<file path="src/rtl/tisf_pkg.sv">
// Shared types and byte codes of the telnet IAC stream filter.
// No dependencies.
package tisf_pkg;

	localparam logic [7:0] CODE_IAC    = 8'd255;
	localparam logic [7:0] CODE_DONT   = 8'd254;
	localparam logic [7:0] CODE_DO     = 8'd253;
	localparam logic [7:0] CODE_WONT   = 8'd252;
	localparam logic [7:0] CODE_WILL   = 8'd251;
	localparam logic [7:0] CODE_BREAK  = 8'd243;
	localparam logic [7:0] CHAR_BSLASH = 8'h5C;
	localparam logic [7:0] CHAR_LOW_B  = 8'h62;

	localparam logic OP_RX = 1'b0;
	localparam logic OP_TX = 1'b1;

	localparam int QDEPTH = 2;
	localparam int QPTR_W = (QDEPTH > 1) ? $clog2(QDEPTH) : 1;
	localparam int QCNT_W = $clog2(QDEPTH + 1);

	// One queued emit command: one byte, or a pair when pair is set.
	typedef struct packed {
		logic       pair;
		logic [7:0] b0;
		logic [7:0] b1;
	} cmd_t;

endpackage

</file>
<file path="src/rtl/tisf_ifs.sv">
// Valid/ready channel interfaces: input items, result items, config writes.
// Depends on tisf_pkg.
interface tisf_item_if;
	logic       valid;
	logic       ready;
	logic       operation;
	logic [7:0] in_byte;
	modport source (output valid, output operation, output in_byte, input ready);
	modport sink (input valid, input operation, input in_byte, output ready);
endinterface

interface tisf_result_if;
	logic       valid;
	logic       ready;
	logic [7:0] out_byte;
	logic       last_of_run;
	modport source (output valid, output out_byte, output last_of_run, input ready);
	modport sink (input valid, input out_byte, input last_of_run, output ready);
endinterface

interface tisf_cfg_if;
	logic valid;
	logic ready;
	logic data;
	modport source (output valid, output data, input ready);
	modport sink (input valid, input data, output ready);
endinterface

</file>
<file path="src/rtl/telnet_iac_stream_filter.sv">
// Channel   Dir  Payload                    Handshake
// item      in   operation, in_byte         valid/ready
// result    out  out_byte, last_of_run      valid/ready
// cfg       in   data (transparent_mode)    valid/ready, ready always high
//
// One item is accepted per cycle while the two-entry command queue has room.
// Each item gives zero, one or two result items; the back end sends one
// result per cycle while result.ready is high. An accepted item is
// registered in the command queue and then in the output register.
// Reset (arst_n low) clears parser state, escape flag, queue and output
// valid. A stalled result side fills the queue and then drops item.ready.
// Depends on tisf_pkg, tisf_ifs, tisf_front, tisf_queue, tisf_back.
module telnet_iac_stream_filter (
	input  logic           clk,
	input  logic           arst_n,
	tisf_item_if.sink      item,
	tisf_result_if.source  result,
	tisf_cfg_if.sink       cfg
);
	import tisf_pkg::*;

	logic transparent_q;
	logic push, q_full, pop, head_valid;
	cmd_t push_cmd, head_cmd;

	assign cfg.ready = 1'b1;

	always_ff @(posedge clk or negedge arst_n) begin
		if (!arst_n) begin
			transparent_q <= 1'b0;
		end else if (cfg.valid) begin
			transparent_q <= cfg.data;
		end
	end

	tisf_front u_front (
		.clk         (clk),
		.arst_n      (arst_n),
		.item        (item),
		.transparent (transparent_q),
		.q_full      (q_full),
		.push        (push),
		.push_cmd    (push_cmd)
	);

	tisf_queue u_queue (
		.clk        (clk),
		.arst_n     (arst_n),
		.push       (push),
		.push_cmd   (push_cmd),
		.full       (q_full),
		.pop        (pop),
		.head_valid (head_valid),
		.head_cmd   (head_cmd)
	);

	tisf_back u_back (
		.clk        (clk),
		.arst_n     (arst_n),
		.head_valid (head_valid),
		.head_cmd   (head_cmd),
		.pop        (pop),
		.result     (result)
	);

endmodule

</file>
<file path="src/rtl/tisf_front.sv">
// Front end: accepts items, runs the receive parser and transmit escape
// logic, and pushes emit commands. Depends on tisf_pkg, tisf_ifs.
module tisf_front (
	input  logic            clk,
	input  logic            arst_n,
	tisf_item_if.sink       item,
	input  logic            transparent,
	input  logic            q_full,
	output logic            push,
	output tisf_pkg::cmd_t  push_cmd
);
	import tisf_pkg::*;

	localparam logic [1:0] RX_DATA    = 2'd0;
	localparam logic [1:0] RX_COMMAND = 2'd1;
	localparam logic [1:0] RX_OPTION  = 2'd2;

	logic [1:0] rx_state_q, rx_state_d;
	logic       esc_q, esc_d;
	logic       emit;
	logic       accept;
	logic [7:0] b;

	assign item.ready = !q_full;
	assign accept = item.valid && item.ready;
	assign b = item.in_byte;

	always_comb begin
		rx_state_d = rx_state_q;
		esc_d = esc_q;
		emit = 1'b0;
		push_cmd.pair = 1'b0;
		push_cmd.b0 = b;
		push_cmd.b1 = CODE_IAC;
		if (item.operation == OP_RX) begin
			unique case (rx_state_q)
				RX_COMMAND: begin
					if (b == CODE_IAC) begin
						emit = 1'b1;
						rx_state_d = RX_DATA;
					end else if (b == CODE_DO || b == CODE_DONT ||
							b == CODE_WILL || b == CODE_WONT) begin
						rx_state_d = RX_OPTION;
					end else begin
						rx_state_d = RX_DATA;
					end
				end
				RX_OPTION: begin
					rx_state_d = RX_DATA;
				end
				default: begin
					if (b == CODE_IAC) begin
						rx_state_d = RX_COMMAND;
					end else begin
						rx_state_d = RX_DATA;
						emit = 1'b1;
					end
				end
			endcase
		end else begin
			if (!transparent && !esc_q && b == CHAR_BSLASH) begin
				esc_d = 1'b1;
			end else if (!transparent && esc_q && b == CHAR_LOW_B) begin
				esc_d = 1'b0;
				emit = 1'b1;
				push_cmd.pair = 1'b1;
				push_cmd.b0 = CODE_IAC;
				push_cmd.b1 = CODE_BREAK;
			end else begin
				if (!transparent) begin
					esc_d = 1'b0;
				end
				emit = 1'b1;
				push_cmd.pair = (b == CODE_IAC);
			end
		end
	end

	assign push = accept && emit;

	always_ff @(posedge clk or negedge arst_n) begin
		if (!arst_n) begin
			rx_state_q <= RX_DATA;
			esc_q <= 1'b0;
		end else if (accept) begin
			rx_state_q <= rx_state_d;
			esc_q <= esc_d;
		end
	end

endmodule

</file>
<file path="src/rtl/tisf_queue.sv">
// Short command queue between front and back ends.
// Depends on tisf_pkg.
module tisf_queue (
	input  logic            clk,
	input  logic            arst_n,
	input  logic            push,
	input  tisf_pkg::cmd_t  push_cmd,
	output logic            full,
	input  logic            pop,
	output logic            head_valid,
	output tisf_pkg::cmd_t  head_cmd
);
	import tisf_pkg::*;

	cmd_t              mem_q [QDEPTH];
	logic [QPTR_W-1:0] wr_ptr_q, rd_ptr_q;
	logic [QCNT_W-1:0] count_q;
	logic              do_pop;

	assign full = (count_q == QCNT_W'(QDEPTH));
	assign head_valid = (count_q != '0);
	assign head_cmd = mem_q[rd_ptr_q];
	assign do_pop = pop && head_valid;

	function automatic logic [QPTR_W-1:0] next_ptr(input logic [QPTR_W-1:0] p);
		next_ptr = (p == QPTR_W'(QDEPTH - 1)) ? '0 : p + 1'b1;
	endfunction

	always_ff @(posedge clk) begin
		if (push) begin
			mem_q[wr_ptr_q] <= push_cmd;
		end
	end

	always_ff @(posedge clk or negedge arst_n) begin
		if (!arst_n) begin
			wr_ptr_q <= '0;
			rd_ptr_q <= '0;
			count_q <= '0;
		end else begin
			if (push) begin
				wr_ptr_q <= next_ptr(wr_ptr_q);
			end
			if (do_pop) begin
				rd_ptr_q <= next_ptr(rd_ptr_q);
			end
			if (push && !do_pop) begin
				count_q <= count_q + 1'b1;
			end else if (do_pop && !push) begin
				count_q <= count_q - 1'b1;
			end
		end
	end

endmodule

</file>
<file path="src/rtl/tisf_back.sv">
// Back end: turns queued commands into one or two result items.
// Depends on tisf_pkg, tisf_ifs.
module tisf_back (
	input  logic            clk,
	input  logic            arst_n,
	input  logic            head_valid,
	input  tisf_pkg::cmd_t  head_cmd,
	output logic            pop,
	tisf_result_if.source   result
);
	import tisf_pkg::*;

	logic       out_valid_q;
	logic [7:0] out_byte_q;
	logic       out_last_q;
	logic       hold_q;
	logic [7:0] second_q;
	logic       taken;

	assign result.valid = out_valid_q;
	assign result.out_byte = out_byte_q;
	assign result.last_of_run = out_last_q;
	assign taken = out_valid_q && result.ready;
	assign pop = head_valid && (!out_valid_q || (taken && !hold_q));

	always_ff @(posedge clk or negedge arst_n) begin
		if (!arst_n) begin
			out_valid_q <= 1'b0;
			hold_q <= 1'b0;
		end else if (taken && hold_q) begin
			hold_q <= 1'b0;
		end else if (pop) begin
			out_valid_q <= 1'b1;
			hold_q <= head_cmd.pair;
		end else if (taken) begin
			out_valid_q <= 1'b0;
		end
	end

	always_ff @(posedge clk) begin
		if (taken && hold_q) begin
			out_byte_q <= second_q;
			out_last_q <= 1'b1;
		end else if (pop) begin
			out_byte_q <= head_cmd.b0;
			out_last_q <= !head_cmd.pair;
			second_q <= head_cmd.b1;
		end
	end

endmodule

</file>
<file path="src/flat_wrapper.sv">
// flat-port wrapper written by rule: the top's interface ports become plain ports
module telnet_iac_stream_filter_flat import tisf_pkg::*;
  (clk, arst_n, item_valid, item_operation, item_in_byte, item_ready, result_valid, result_out_byte, result_last_of_run, result_ready, cfg_valid, cfg_data, cfg_ready);
  tisf_item_if item_i ();
  tisf_result_if result_i ();
  tisf_cfg_if cfg_i ();
  input  logic clk;
  input  logic arst_n;
  input wire logic [$bits(item_i.valid)-1:0] item_valid;
  input wire logic [$bits(item_i.operation)-1:0] item_operation;
  input wire logic [$bits(item_i.in_byte)-1:0] item_in_byte;
  output wire logic [$bits(item_i.ready)-1:0] item_ready;
  output wire logic [$bits(result_i.valid)-1:0] result_valid;
  output wire logic [$bits(result_i.out_byte)-1:0] result_out_byte;
  output wire logic [$bits(result_i.last_of_run)-1:0] result_last_of_run;
  input wire logic [$bits(result_i.ready)-1:0] result_ready;
  input wire logic [$bits(cfg_i.valid)-1:0] cfg_valid;
  input wire logic [$bits(cfg_i.data)-1:0] cfg_data;
  output wire logic [$bits(cfg_i.ready)-1:0] cfg_ready;
  assign item_i.valid = item_valid;
  assign item_i.operation = item_operation;
  assign item_i.in_byte = item_in_byte;
  assign item_ready = item_i.ready;
  assign result_valid = result_i.valid;
  assign result_out_byte = result_i.out_byte;
  assign result_last_of_run = result_i.last_of_run;
  assign result_i.ready = result_ready;
  assign cfg_i.valid = cfg_valid;
  assign cfg_i.data = cfg_data;
  assign cfg_ready = cfg_i.ready;
  telnet_iac_stream_filter u_core (.clk(clk), .arst_n(arst_n), .item(item_i), .result(result_i), .cfg(cfg_i));
endmodule
</file>
<file path="config.mk">
export PLATFORM = sky130hd
export DESIGN_NAME = telnet_iac_stream_filter_flat
export DESIGN_NICKNAME = d
export VERILOG_FILES = /design/src/rtl/tisf_pkg.sv /design/src/rtl/tisf_ifs.sv /design/src/rtl/telnet_iac_stream_filter.sv /design/src/rtl/tisf_front.sv /design/src/rtl/tisf_queue.sv /design/src/rtl/tisf_back.sv /design/src/flat_wrapper.sv
export SDC_FILE = /design/constraint.sdc
export NUM_CORES = 1
export LEC_CHECK = 0
export ABC_AREA = 1
export BUFFER_PORTS_ARGS = -buffer_cell sky130_fd_sc_hd__buf_2
export CAP_MARGIN = 20
export CORE_ASPECT_RATIO = 0.5
export CORE_MARGIN = 2
export CORE_UTILIZATION = 35
export DETAILED_ROUTE_END_ITERATION = 8
export MAX_ROUTING_LAYER = met4
export PLACE_DENSITY_LB_ADDON = 0.05
export SYNTH_ARGS = -nofsm -noshare
export SYNTH_HDL_FRONTEND = slang
export SYNTH_HIERARCHICAL = 1
export SYNTH_SLANG_ARGS = --single-unit
</file>
<file path="constraint.sdc">
create_clock -name clk -period 2.8 [get_ports clk]
set_input_delay 0.14 -clock clk [delete_from_list [all_inputs] [get_ports clk]]
set_output_delay 0.14 -clock clk [all_outputs]
set_load 0.005 [all_outputs]
</file>
======== Word level (Yosys, flattened, before mapping) ========
Memory sizes are Yosys's and may differ from the RTL's.
Cells that the tools add are included.
storage, ports and cells
  bits in registers ....................... 27
  bits in writable memories ............... 34
  bits of input ports ..................... 15
  logic and storage cells ................. 90
  memories ................................ 1
operators by class
  $add $sub $neg .......................... 4
  equality and inequality tests ........... 11
  mux-type cells .......................... 28
  bitwise logic cells ..................... 2
  reduce and logical (&&, ||, !) cells .... 33
memories
  memory                depth  width  rd ports  clocked after memory_dff  write ports  RTL line          RTL
  u_core.u_queue.mem_q  2      17     1         0                         1            tisf_queue.sv:15  cmd_t mem_q [QDEPTH];
operators with widths
  cell                 count
  $eq 8x8->1 const B   5
  $mux 17              2
  $mux 1               17
  $eq 8x7->1 const B   2
  $mux 16              1
  $mux 8               2
  $logic_and 1x1->1    13
  $logic_not 1->1      8
  $mux 2               4
  $reduce_bool 2->1    4
  $reduce_and 2->1     3
  $eq 2x2->1 const B   2
  $logic_or 1x1->1     4
  $pmux 2 s2           1
  $ne 3x3->1 const B   1
  $reduce_and 3->1     1
  $add 1x1->1 const B  2
  $add 2x1->2 const B  1
  $eq 2x1->1 const B   1
  $not 1->1            2
  $pmux 1 s2           1
  $sub 2x1->2 const B  1

======== Longest topological paths before layout ========
Gate-level depths: netlist (run 1).
  depth after elaboration ................. 10
  gate-level depth with buffers ........... 15

======== By module ========
The synthesis (run 1) kept the hierarchy.
modules (own cells, without submodules)
  module                    instances  cells an instance  area each (µm²)
  tisf_queue                1          116                1,482.7
  tisf_back                 1          62                 782.0
  tisf_front                1          77                 445.4
  telnet_iac_stream_filter  1          7                  51.3

======== Worst setup path after synthesis (run 1) ========
Ideal clock, no wire load.
  kind .................................... register -> register
  start point ............................. register u_core.u_front.rx_state_q[0]
  end point ............................... memory u_core/u_queue/mem_q[0][0] in the netlist's numbering, enable pin
  library setup time ...................... 391 ps
  arrival time ............................ 1,797 ps
  slack ................................... 613 ps
  cell stages (with the launch flop) ...... 10
  path buffers ............................ 0
  clock period less this slack ............ 2,187 ps
  path through ............................ dfrtp_1 inv_1 ha_1 nand3_1 nand2_1 inv_1 nand2_1 nand2_1 inv_1 nor2_1
on the way
  longest elaborated chain between the ends .. 6
RTL lines
  element                                   RTL line                        RTL
  start, declared                           tisf_front.sv:18                logic [1:0] rx_state_q, rx_state_d;
  start signal, assigned                    tisf_front.sv:86                rx_state_q <= rx_state_d;
  $eq 2x2->1 or $eq 2x1->1 (tied branches)  tisf_front.sv:36                unique case (rx_state_q)
  $pmux 1 s2 *                              tisf_front.sv:36
  $mux 1 *                                  tisf_front.sv:35                if (item.operation == OP_RX) begin
  $logic_and 1x1->1 *                       tisf_front.sv:79                assign push = accept && emit;
  net u_core.push                           telnet_iac_stream_filter.sv:23  logic push, q_full, pop, head_valid;
  $mux 1 *                                  tisf_queue.sv:30                if (push) begin
  $mux 1 (not written as such) *            tisf_queue.sv:31                mem_q[wr_ptr_q] <= push_cmd;
  end, declared                             tisf_queue.sv:15
Mark *: on every way through the listed nets, which the timed path passes. The rest lies on a longest branch.

======== Worst setup path after layout (run 1) ========
  start point ............................. register u_core.u_queue.count_q[1]
  end point ............................... memory u_core/u_queue/mem_q[1][5] in the netlist's numbering, enable pin
on the way
  longest elaborated chain between the ends .. 6
RTL lines
  element                       RTL line                        RTL
  start, declared               tisf_queue.sv:17                logic [QCNT_W-1:0] count_q;
  start signal, assigned        tisf_queue.sv:48                count_q <= count_q + 1'b1;
  start signal, assigned        tisf_queue.sv:50                count_q <= count_q - 1'b1;
  $eq 2x2->1                    tisf_queue.sv:20                assign full = (count_q == QCNT_W'(QDEPTH));
  net u_core.q_full             telnet_iac_stream_filter.sv:23
  $logic_not 1->1               tisf_front.sv:24                assign item.ready = !q_full;
  $logic_and 1x1->1             tisf_front.sv:25                assign accept = item.valid && item.ready;
  $logic_and 1x1->1             tisf_front.sv:79
  net u_core.push               telnet_iac_stream_filter.sv:23
  $mux 1                        tisf_queue.sv:30
  $mux 1 (not written as such)  tisf_queue.sv:31
The timed path passes the listed nets, and every way through them passes these cells.

==> results of run 1 <==
-- power by group through the flow --
stage | sequential [mW] | clock, mW | combinational (mW)
global route | 1.48 | 1.22 | 1.01
detailed placement | 1.47 | 0 | 0.886
CTS | 1.46 | 1.18 | 0.890
finish | 1.45 | 1.14 | 0.869
global placement | 1.46 | 0 | 0.876
floorplan | 1.44 | 0 | 0.663
-- per-layer routing --
| metal | part of all wire | routed length (um) | vias up | track usage |
|---|---|---|---|---|
| met3 | 0.042 | 209 | 12 | 0.0530 |
| met1 | 0.48 | 2400 | 809 | 0.162 |
| li1 | - | - | 879 | - |
| met5 | 0 | 0 | - | - |
| met2 | 0.46 | 2260 | 27 | 0.213 |
| met4 | 0.018 | 89 | 0 | 0.0685 |
-- synth_stat cells, drive strengths merged --
| master | count | area share |
|---|---|---|
| buf | 12 | 0.038 |
| clkbuf | 3 | 0.0041 |
| dfxtp | 1 | 0.0072 |
| o22ai | 1 | 0.0023 |
| dfrtp | 10 | 0.091 |
| nand2 | 103 | 0.15 |
| a21oi | 1 | 0.0018 |
| nor3 | 4 | 0.0091 |
| o211ai | 1 | 0.0027 |
| conb | 2 | 0.0027 |
| ha | 3 | 0.014 |
| o21a | 1 | 0.0027 |
| edfxtp | 50 | 0.54 |
| o21ai | 8 | 0.025 |
| nand3 | 11 | 0.024 |
| inv | 36 | 0.052 |
| xor2 | 1 | 0.0032 |
| nand4 | 4 | 0.011 |
| nor2 | 9 | 0.016 |
| xnor2 | 1 | 0.0032 |
-- worst paths after layout --
check	depth (start not counted)	start	slack, ns	to
setup / recovery	11	u_core/u_queue/count_q[1]$_DFFE_PN0P_	0.74	u_core/u_queue/mem_q[1][5]$_DFFE_PP_
hold / removal	3	cfg_data	0.02	u_core/transparent_q$_DFFE_PN0P_
setup reg to reg	11	u_core/u_queue/count_q[1]$_DFFE_PN0P_	0.74	u_core/u_queue/mem_q[1][5]$_DFFE_PP_
hold reg to reg	2	u_core/u_back/result.last_of_run$_SDFFE_PP1P_	0.45	u_core/u_back/result.last_of_run$_SDFFE_PP1P_
max in group asynchronous	2	arst_n	2.39	u_core/u_queue/wr_ptr_q$_DFFE_PN0P_
min in group asynchronous	2	arst_n	0.21	u_core/u_front/rx_state_q[0]$_DFFE_PN0P_
-- registers in the layout (all words and copies together) (netlist names) --
signal / cells
u_core/u_queue/count_q: 2
u_core/u_front/esc_q: 1
u_core/u_back/result.last_of_run: 1
u_core/u_queue/mem_q: 34
u_core/u_queue/wr_ptr_q: 1
u_core/u_back/result.out_byte: 8
u_core/u_front/rx_state_q: 2
u_core/transparent_q: 1
u_core/u_back/hold_q: 1
u_core/u_back/result.valid: 1
u_core/u_back/second_q: 8
u_core/u_queue/rd_ptr_q: 1
-- layout make-up --
class                           count  area (sq um)
Fill cell                         751          4230
Sequential cell                    61          1770
Multi-Input combinational cell    155           749
Clock buffer                       11           233
Timing Repair Buffer               28           150
Inverter                           36           143
Tap cell                          108           135
Clock inverter                      5          75.1
-- kinds of logic after synthesis --
logic type	synth area share
AO/OA/AOI/OAI	0.0349
XOR/XNOR	0.00634
flip-flops	0.642
buffers and inverters	0.0938
AND/OR/NAND/NOR	0.207
adder cells (fa/ha/maj)	0.0136
other	0.00272
-- worst max-delay path, delay by kind of cell, from the launching register on --
| family | cells | cell delay, ns |
|---|---|---|
| AND/OR/NAND/NOR | 6 | 0.49 |
| buffers and inverters | 5 | 0.83 |
| flip-flops | 1 | 0.37 |
-- what timing repair did --
item	CTS	global route
endpoints found under the setup margin	0	0
hold buffers	1	0
hold endpoints to repair	10	0
==> metrics.txt, run 1 <==
router iterations before antenna repair=4; design internal power=2.40 mW; setup TNS=0 ns; Max Fanout on Critical Path=17; Via density=4.27; Layout Utilization=0.435; post-route design area=3260 sq um; headroom to the max-slew limit=0.554; Post-Synthesis Mean Instance Area=10.5 sq um; slowest stage cell, crit path=sky130_fd_sc_hd__inv_1; Final Hold Violating Endpoints=0; endpoint required time on the critical path=2.75 ns; clock share of power=0.330; number of warnings issued by yosys=6; clock root buffer=sky130_fd_sc_hd__clkbuf_16; fraction of power consumed by sequential logic=0.419; pin count of the biggest net entering global routing=20; switching share of total power=0.307; standby leakage power=1.46 nW; Placed Cells incl. Taps=387; DRC viols=0; placement-stage cell area=2940 sq um; Worst Path Class, Setup=reg2reg; final clock period utilization by the worst path=0.736; Worst Setup End Kind=flop; DIE AREA=8660 sq um; number of antenna violations at the first check in global routing=0; data arrival time at the worst-slack endpoint=2.01 ns; Final nets=309; Max Transition Viols Final=0; Post-CTS Setup Repair Bufs=0; global-route wire length before repair=8320 um; latest clock arrival within the worst-skew pair=0.32 ns; DRC marker count from the first detailed-route iteration=57; share of synthesized area occupied by flip-flops and latches=0.642; instance count of the mapped netlist=262; grt total ovfl=0; power density cells=1060 nW/um^2; number of global-route vias before repair=1695; CTS tree=yes; Max-Cap Viols=0; Die Ht=66.8 um; placement row count=22; htree depth=3; cells along the critical path=inv_1, nor2_1, inv_2, nand3_1, inv_1, nand2_1, inv_1, nand2_1, nand2_1, nand2_1, inv_1; share of post-route cells with drive strength above 1=0.220; dpl hpwl=3400 um; antenna violation net count after detailed routing=0; number of synthesized register bits=61; Port Buf Inserts=25; most used cells in the layout excluding fill and tap cells=96 x sky130_fd_sc_hd__nand2_1, 50 x sky130_fd_sc_hd__edfxtp_1, 32 x sky130_fd_sc_hd__inv_1, 25 x sky130_fd_sc_hd__buf_2; Starting Density=0.369; gp weighted congestion=0.768; switching power summed over all nets=1.06 mW; number of distinct library cells after synthesis=30; clock buffers created by TritonCTS=9; highest clock frequency the design can meet=485 MHz; Comb power frac=0.251; maximum number of buffers from clock root to sink=2; post-synthesis to final-layout area growth=17.9%; RSZ-0062 raised after global routing=false; floorplan core area=7490 sq um; Die Span X=130 um; total track usage=0.139; Worst Setup Start Kind=flop; number of top-level design ports=27; worst slack at placement=0.712 ns; total power of the final layout=3.47 mW; Hold Slack=0.0157 ns; total routed wirelength=4960 um; count of endpoints failing setup in the final report=0; Post-Layout Cell Count=404; post-cts gate resize count=0; worst min path class=in2reg; Post-Syn Area=2760 sq um; vias after detailed routing=1727; clock tree sinks=61; commonest non-fill, non-tap cell in the layout=sky130_fd_sc_hd__nand2_1; run status=complete, no violations; biggest cell delay along the critical path=0.49 ns; Worst Setup Slack, final=0.739 ns; final period demand of the worst path=2.06 ns; worst vdd ir=0.000404 V; transition time of the tightest slew-check pin=0.669 ns; post-DR wirelength/cell=12.3 um; CTS clock-pin slew for the worst setup and hold paths=0.05 ns; Fin Clk Skew=0.00435 ns; Antenna Cells=0
Power figures use the tool's default switching activity.
==> run 2: changes to the inputs <==
==> constraint.sdc (replaced) <==
create_clock -name clk -period 2.1 [get_ports clk]
set_input_delay 0.105 -clock clk [delete_from_list [all_inputs] [get_ports clk]]
set_output_delay 0.105 -clock clk [all_outputs]
set_load 0.005 [all_outputs]
==> metrics.txt, run 2 (synthesized netlist as in run 1, its figures left out) <==
Port Buf Inserts=25 (unchanged); final clock period utilization by the worst path=0.860 (+0.124); CTS clock-pin slew for the worst setup and hold paths=0.05 ns (about the same); data arrival time at the worst-slack endpoint=2.02 ns (about the same); Worst Setup Start Kind=flop; maximum number of buffers from clock root to sink=2 (unchanged); standby leakage power=1.48 nW (+0.78%); Final Hold Violating Endpoints=0 (unchanged); antenna violation net count after detailed routing=0 (unchanged); Final nets=314 (+1.6%); Starting Density=0.369 (unchanged); filler instances=746 (-0.67%); clock root buffer=sky130_fd_sc_hd__clkbuf_16; number of global-route vias before repair=1704 (+0.53%); clock buffers created by TritonCTS=9 (unchanged); run status=complete, no violations; crit-path leading delay family=adder cells; GR Layer Usage met3=0.0546 (+0.00161); grt total ovfl=0 (unchanged); Hold Path Sink=u_core/transparent_q$_DFFE_PN0P_; total routed wirelength=5000 um (+0.67%); cells along the critical path=inv_1, ha_1, nand3_1, nand2_1, inv_1, nand2_1, nand2_1, ha_1, inv_1, nand3_1, nand2_1, nand2_1; met1 track utilization from global routing=0.168 (+0.00602); commonest non-fill, non-tap cell in the layout=sky130_fd_sc_hd__nand2_1; worst hold path cell count=4 (+1); RSZ-0062 raised after global routing=false; Fin Clk Skew=0.00505 ns (+0.000705 ns); Min-Delay Startpoint=cfg_valid; cell type with the highest occurrence count on the critical path=sky130_fd_sc_hd__nand2_1; worst vdd ir=0.000751 V (+86%); setup TNS=0 ns (unchanged); biggest cell delay along the critical path=0.37 ns (-0.12 ns); gp weighted congestion=0.760 (-1.1%); Max Transition Viols Final=0 (unchanged); share of post-route cells with drive strength above 1=0.226 (+0.00632); Worst Path Class, Setup=reg2reg; endpoint required time on the critical path=2.31 ns (-0.44 ns); Worst Setup End Kind=flop; total track usage=0.142 (+0.00326); post-DR wirelength/cell=12.2 um (-0.57%); buffer and inverter count on the worst path=3 (-2); most used cells in the layout excluding fill and tap cells=96 x sky130_fd_sc_hd__nand2_1, 50 x sky130_fd_sc_hd__edfxtp_1, 32 x sky130_fd_sc_hd__inv_1, 25 x sky130_fd_sc_hd__buf_2; post-synthesis to final-layout area growth=19.6%; RR Endpoint=u_core/u_queue/count_q[1]$_DFFE_PN0P_; latest clock arrival within the worst-skew pair=0.33 ns (about the same); met2 demand-to-capacity share in global routing=0.215 (+0.00131); total power of the final layout=4.57 mW (+32%); router iterations before antenna repair=4 (unchanged); dpl hpwl=3470 um (+2.2%); DRC viols=0 (unchanged); Max-Cap Viols=0 (unchanged); vias after detailed routing=1724 (-0.17%); Critical Path Stages=12 (+1); count of endpoints failing setup in the final report=0 (unchanged); number of flip-flops under the largest register name=34 (unchanged); highest clock frequency the design can meet=553 MHz (+14%); global-route wire length before repair=8450 um (+1.5%); pin count of the biggest net entering global routing=19 (-5.0%); largest register by flop count=u_core/u_queue/mem_q; number of antenna violations at the first check in global routing=0 (unchanged); clock tree sinks=61 (unchanged); floorplan core area=7490 sq um (unchanged); power density cells=1380 nW/um^2 (+30%); DRC marker count from the first detailed-route iteration=62 (+8.8%); CTS tree=yes; DIE AREA=8660 sq um (unchanged); minimum setup slack among reg-to-reg paths=0.29 ns (-0.45 ns); htree depth=3 (unchanged); slowest stage cell, crit path=sky130_fd_sc_hd__dfrtp_1; startpoint of the lowest-slack register-to-register path=u_core/u_front/rx_state_q[0]$_DFFE_PN0P_; Max Fanout on Critical Path=4 (-13); Die Span X=130 um (unchanged); length in cells of the worst reg-to-reg path=12 (+1); placement row count=22 (unchanged); Antenna Cells=0 (unchanged); Via density=4.22 (-1.4%); final period demand of the worst path=1.81 ns (-0.254 ns); Die Ht=66.8 um (unchanged); gr busiest metal=met2; number of top-level design ports=27 (unchanged); worst min path class=in2reg
==> run 2: cell types whose count changed in the layout (fill, tap and decap cells not counted) <==
cell,before,now
sky130_fd_sc_hd__buf_12,0,2
sky130_fd_sc_hd__dlygate4sd3_1,1,3
sky130_fd_sc_hd__buf_4,2,3
sky130_fd_sc_hd__bufinv_16,2,1
sky130_fd_sc_hd__clkinv_1,0,1
sky130_fd_sc_hd__clkinv_2,3,2
sky130_fd_sc_hd__clkinvlp_4,0,1
sky130_fd_sc_hd__nor2_1,7,6
sky130_fd_sc_hd__nor2_2,1,2
==> run 2: worst max path at each step <==
stage / start / end
floorplan: u_core/u_front/rx_state_q[0]$_DFFE_PN0P_ / u_core/u_queue/mem_q[0][0]$_DFFE_PP_
global placement: u_core/u_front/rx_state_q[0]$_DFFE_PN0P_ / u_core/u_queue/count_q[1]$_DFFE_PN0P_
detailed placement: u_core/u_front/rx_state_q[0]$_DFFE_PN0P_ / u_core/u_queue/count_q[1]$_DFFE_PN0P_
CTS: u_core/u_front/rx_state_q[0]$_DFFE_PN0P_ / u_core/u_queue/count_q[1]$_DFFE_PN0P_
global route: u_core/u_queue/count_q[0]$_DFFE_PN0P_ / u_core/u_queue/count_q[1]$_DFFE_PN0P_
finish: u_core/u_front/rx_state_q[0]$_DFFE_PN0P_ / u_core/u_queue/count_q[1]$_DFFE_PN0P_
==> run 2: what timing repair did <==
| item | 4_1_cts | 5_1_grt |
|---|---|---|
| endpoints found under the setup margin | 0 | 0 |
| buffers inserted | 0 | 0 |
| endpoints found under the hold margin | 11 | 0 |
| hold buffers | 3 | 0 |
| resized for setup | 0 | 0 |
==> run 2: metrics by stage <==
step	cells	worst slack [ns]	hold WS (ns)	instance area (sq um)	util
after global routing	409	0.111	0.0276	3300	0.441
final	409	0.293	0.0166	3300	0.441
after CTS	409	0.280	0.00335	3300	0.441
after detailed placement	390	0.299	-0.0170	2990	0.399
after global placement	390	0.374	-0.0145	2990	0.399
after floorplan	267	0.185	-0.191	2780	-
==> run 2: area by class of cell <==
class                   count  area [sq um]  area share
well taps                 108           135      0.0409
multi-input cells         155           752       0.228
clock buffers              11           233      0.0705
clock inverters             5          51.3      0.0155
flip-flops and latches     61          1770       0.536
repair buffers             33           218      0.0659
inverters                  36           143      0.0432
==> run 2: tightest hold or removal path, delay by kind of cell <==
kind          cells  cell delay, ns
buf+inv           2            0.12
simple gates      2            0.08
==> run 2: per-layer routing <==
metal / vias to the layer above / wire length, um
li1: 892 / -
met1: 797 / 2480
met2: 27 / 2250
met3: 8 / 191
met4: 0 / 76
met5: - / 0
==> run 2: report_power, final <==
part           internal [mW]  switching, mW  leakage, nW
sequential              1.78          0.139        0.588
combinational          0.445          0.807        0.751
clock                  0.909          0.494        0.137
==> run 3: changes to the inputs <==
--- a/config.mk
+++ b/config.mk
@@ -10,11 +10,11 @@
 export CAP_MARGIN = 20
 export CORE_ASPECT_RATIO = 0.5
 export CORE_MARGIN = 2
-export CORE_UTILIZATION = 35
+export CORE_UTILIZATION = 55
 export DETAILED_ROUTE_END_ITERATION = 8
+export GPL_TIMING_DRIVEN = 0
 export MAX_ROUTING_LAYER = met4
 export PLACE_DENSITY_LB_ADDON = 0.05
 export SYNTH_ARGS = -nofsm -noshare
 export SYNTH_HDL_FRONTEND = slang
-export SYNTH_HIERARCHICAL = 1
 export SYNTH_SLANG_ARGS = --single-unit
==> metrics.txt, run 3 <==
highest clock frequency the design can meet=528 MHz (-4.7%); Via density=4.99 (+18%); clock buffers created by TritonCTS=5 (-4); Port Buf Inserts=25 (unchanged); biggest cell delay along the critical path=0.52 ns (+0.15 ns); Starting Density=0.587 (+0.218); share of post-route cells with drive strength above 1=0.284 (+0.0576); post-DR wirelength/cell=12.8 um (+5.1%); setup TNS=0 ns (unchanged); DRC marker count from the first detailed-route iteration=69 (+11%); most used cells in the layout excluding fill and tap cells=32 x sky130_fd_sc_hd__nand2_1, 29 x sky130_fd_sc_hd__edfxtp_1, 26 x sky130_fd_sc_hd__buf_2, 16 x sky130_fd_sc_hd__inv_1, 12 x sky130_fd_sc_hd__nand3_1; number of top-level design ports=27 (unchanged); router iterations before antenna repair=4 (unchanged); global-route wire length before repair=5090 um (-40%); number of antenna violations at the first check in global routing=0 (unchanged); standby leakage power=0.907 nW (-39%); transition time of the tightest slew-check pin=0.628 ns; number of synthesized flops with an enable pin=29 (-42%); run status=complete, no violations; antenna violation net count after detailed routing=0 (unchanged); grt total ovfl=0 (unchanged); fraction of power consumed by sequential logic=0.485 (+0.066); Max-Cap Viols=0 (unchanged); gp weighted congestion=0.876 (+15%); most used flip-flop cell after synthesis=sky130_fd_sc_hd__edfxtp_1; count of endpoints failing setup in the final report=0 (unchanged); top cell types by occurrence after synthesis=32 x sky130_fd_sc_hd__nand2_1, 29 x sky130_fd_sc_hd__edfxtp_1, 16 x sky130_fd_sc_hd__inv_1; Placed Cells incl. Taps=225 (-42%); share of synthesized area occupied by flip-flops and latches=0.638 (-0.00339); number of warnings issued by yosys=0 (-6); length in cells of the worst reg-to-reg path=7 (-5); data arrival time at the worst-slack endpoint=1.82 ns (-0.20 ns); commonest non-fill, non-tap cell in the layout=sky130_fd_sc_hd__nand2_1; Synth async-reset ratio=0.250 (+0.0861); Die Ht=44.3 um (-34%); Max Transition Viols Final=0 (unchanged); Critical Path Stages=7 (-5); Worst Setup End Kind=flop; cells along the critical path=inv_1, ha_1, nand3_1, nand2_2, inv_2, nand2_4, a21oi_2; Min-Delay Startpoint=cfg_valid; CTS clock-pin slew for the worst setup and hold paths=0.07 ns (+0.02 ns); startpoint of the lowest-slack register-to-register path=u_core.u_front.rx_state_q[0]$_DFFE_PN0P_; vias after detailed routing=1167 (-32%); clock root buffer=sky130_fd_sc_hd__clkbuf_8; post-synthesis to final-layout area growth=15.3%; Die Span X=84.6 um (-35%); Antenna Cells=0 (unchanged); cells taking the most area after synthesis=sky130_fd_sc_hd__edfxtp_1 49%, sky130_fd_sc_hd__dfrtp_1 14%, sky130_fd_sc_hd__nand2_1 6.7%; endpoint required time on the critical path=2.02 ns (-0.29 ns); Synth Net Count=178; DIE AREA=3750 sq um (-57%); top-area cell type share of the netlist area=0.487 (-0.0567); design internal power=1.74 mW (-44%); total routed wirelength=3000 um (-40%); CTS tree=yes; Comb power frac=0.328 (+0.054); largest register by flop count=u_core.u_queue.mem_q; final period demand of the worst path=1.90 ns (+0.0887 ns); Final nets=211 (-33%); headroom to the max-slew limit=0.581; total track usage=0.191 (+0.0486); buffer and inverter count on the worst path=2 (-1); clock share of power=0.186 (-0.121); instance count of the mapped netlist=160 (-39%); worst min path class=in2reg; Post-CTS Setup Repair Bufs=0 (unchanged); placement row count=14 (-36%); RSZ-0062 raised after global routing=false; Post-Synthesis Mean Instance Area=11.2 sq um (+6.0%); Final Hold Violating Endpoints=0 (unchanged); number of distinct library cells after synthesis=34 (+13%); Max Fanout on Critical Path=10 (+6); clock tree sinks=40 (-34%); pin count of the biggest net entering global routing=14 (-5); final clock period utilization by the worst path=0.903 (+0.0423); crit-path leading delay family=compound AO/OA/AOI/OAI gates; Worst Setup Start Kind=flop; dpl hpwl=2210 um (-36%); maximum number of buffers from clock root to sink=2 (unchanged); slowest stage cell, crit path=sky130_fd_sc_hd__a21oi_2; crit path from=u_core.u_front.rx_state_q[0]$_DFFE_PN0P_; Post-Layout Cell Count=234 (-43%); worst hold path cell count=2 (-2); switching power summed over all nets=893 uW (-38%); number of synthesized register bits=40 (-34%); worst vdd ir=0.000780 V (+3.9%); largest area contributor in the netlist=sky130_fd_sc_hd__edfxtp_1; floorplan core area=3050 sq um (-59%); number of global-route vias before repair=1085 (-36%); switching share of total power=0.339 (+0.0242); htree depth=2 (-1); power density cells=1280 nW/um^2 (-7.7%); latest clock arrival within the worst-skew pair=0.29 ns (-0.04 ns); Post-Syn Area=1790 sq um (-35%); number of flip-flops under the largest register name=20 (-41%); DRC viols=0 (unchanged); Worst Path Class, Setup=reg2reg; Fin Clk Skew=0.00525 ns (+0.000194 ns); most numerous cell in the Yosys netlist=sky130_fd_sc_hd__nand2_1
## run 3: cell count changes in the layout (fill, tap and decap cells not counted), moves of 3 or more
| cell | previous run | this run |
|---|---|---|
| sky130_fd_sc_hd__o21ai_0 | 0 | 3 |
| sky130_fd_sc_hd__clkbuf_16 | 9 | 0 |
| sky130_fd_sc_hd__inv_1 | 32 | 16 |
| sky130_fd_sc_hd__o21ai_2 | 8 | 1 |
| sky130_fd_sc_hd__conb_1 | 7 | 1 |
| sky130_fd_sc_hd__clkbuf_8 | 0 | 5 |
| sky130_fd_sc_hd__nand2_2 | 7 | 4 |
| sky130_fd_sc_hd__nand2_4 | 0 | 5 |
| sky130_fd_sc_hd__edfxtp_1 | 50 | 29 |
| sky130_fd_sc_hd__nand2_1 | 96 | 32 |
## run 3: final timing paths
kind	endpoint	slack [ns]
max in group asynchronous	u_core.u_back.result.valid$_DFFE_PN0P_	1.71
hold / removal	u_core.transparent_q$_DFFE_PN0P_	0.02
min in group asynchronous	u_core.u_front.rx_state_q[1]$_DFFE_PN0P_	0.20
setup / recovery	u_core.u_queue.mem_q[1][15]$_DFFE_PP_	0.20
setup reg to reg	u_core.u_queue.mem_q[1][15]$_DFFE_PP_	0.20
hold reg to reg	u_core.u_back.second_q[2]$_DFFE_PP_	0.52
## run 3: per-stage QoR
step / hold slack [ns] / instance area, sq um / total power [mW] / setup slack, ns / utilization
2_1_floorplan: -0.191 / 1790 / 1.88 / 0.240 / -
3_3_place_gp: -0.0186 / 1960 / 2.12 / -0.0578 / 0.644
3_5_place_dp: -0.0150 / 1960 / 2.17 / -0.0930 / 0.644
4_1_cts: 0.0160 / 2060 / 2.66 / 0.191 / 0.677
5_1_grt: 0.0276 / 2060 / 2.83 / 0.0415 / 0.677
6_report: 0.0164 / 2060 / 2.63 / 0.204 / 0.677
## run 3: layer usage
metal,global-route usage,vias up,share of wire
li1,-,602,-
met1,0.253,537,0.50
met2,0.294,28,0.45
met3,0.0578,0,0.057
met4,0.0476,0,0
met5,-,-,0
## run 3: worst reg2reg max path, cell delays in order, from the launching register on
cell,delay [ns]
sky130_fd_sc_hd__dfrtp_1,0.38
sky130_fd_sc_hd__inv_1,0.05
sky130_fd_sc_hd__ha_1,0.30
sky130_fd_sc_hd__nand3_1,0.10
sky130_fd_sc_hd__nand2_2,0.06
sky130_fd_sc_hd__inv_2,0.06
sky130_fd_sc_hd__nand2_4,0.06
sky130_fd_sc_hd__a21oi_2,0.52
## run 3: repair_timing
action | CTS | global route
endpoints found under the hold margin | 10 | 0
gates resized for setup | 1 | 0
endpoints found under the setup margin | 10 | 0
hold buffers | 1 | 0
## run 3: kinds of logic after synthesis
| logic type | Yosys count | synth area share |
|---|---|---|
| adder cells (fa/ha/maj) | 3 | 0.0210 |
| XOR/XNOR | 3 | 0.0147 |
| flip-flops | 40 | 0.638 |
| other | 1 | 0.00210 |
| multiplexers | 1 | 0.00560 |
| AO/OA/AOI/OAI | 15 | 0.0518 |
| AND/OR/NAND/NOR | 70 | 0.207 |
| buffers and inverters | 27 | 0.0595 |
## run 3: cell type report
cell class / instances / area, sq um
clock buffers: 6 / 72.6
plain buffers: 5 / 23.8
clock inverters: 2 / 12.5
well taps: 40 / 50.0
inverters: 22 / 82.6
fillers: 252 / 986
flip-flops and latches: 40 / 1140
multi-input cells: 93 / 544
repair buffers: 26 / 135
## run 3: power by group through the flow
stage	clock network, mW	registers [mW]	logic, mW
floorplan	0	1.30	0.583
global placement	0	1.28	0.841
detailed placement	0	1.30	0.871
CTS	0.498	1.28	0.883
global route	0.528	1.31	0.990
finish	0.491	1.28	0.865
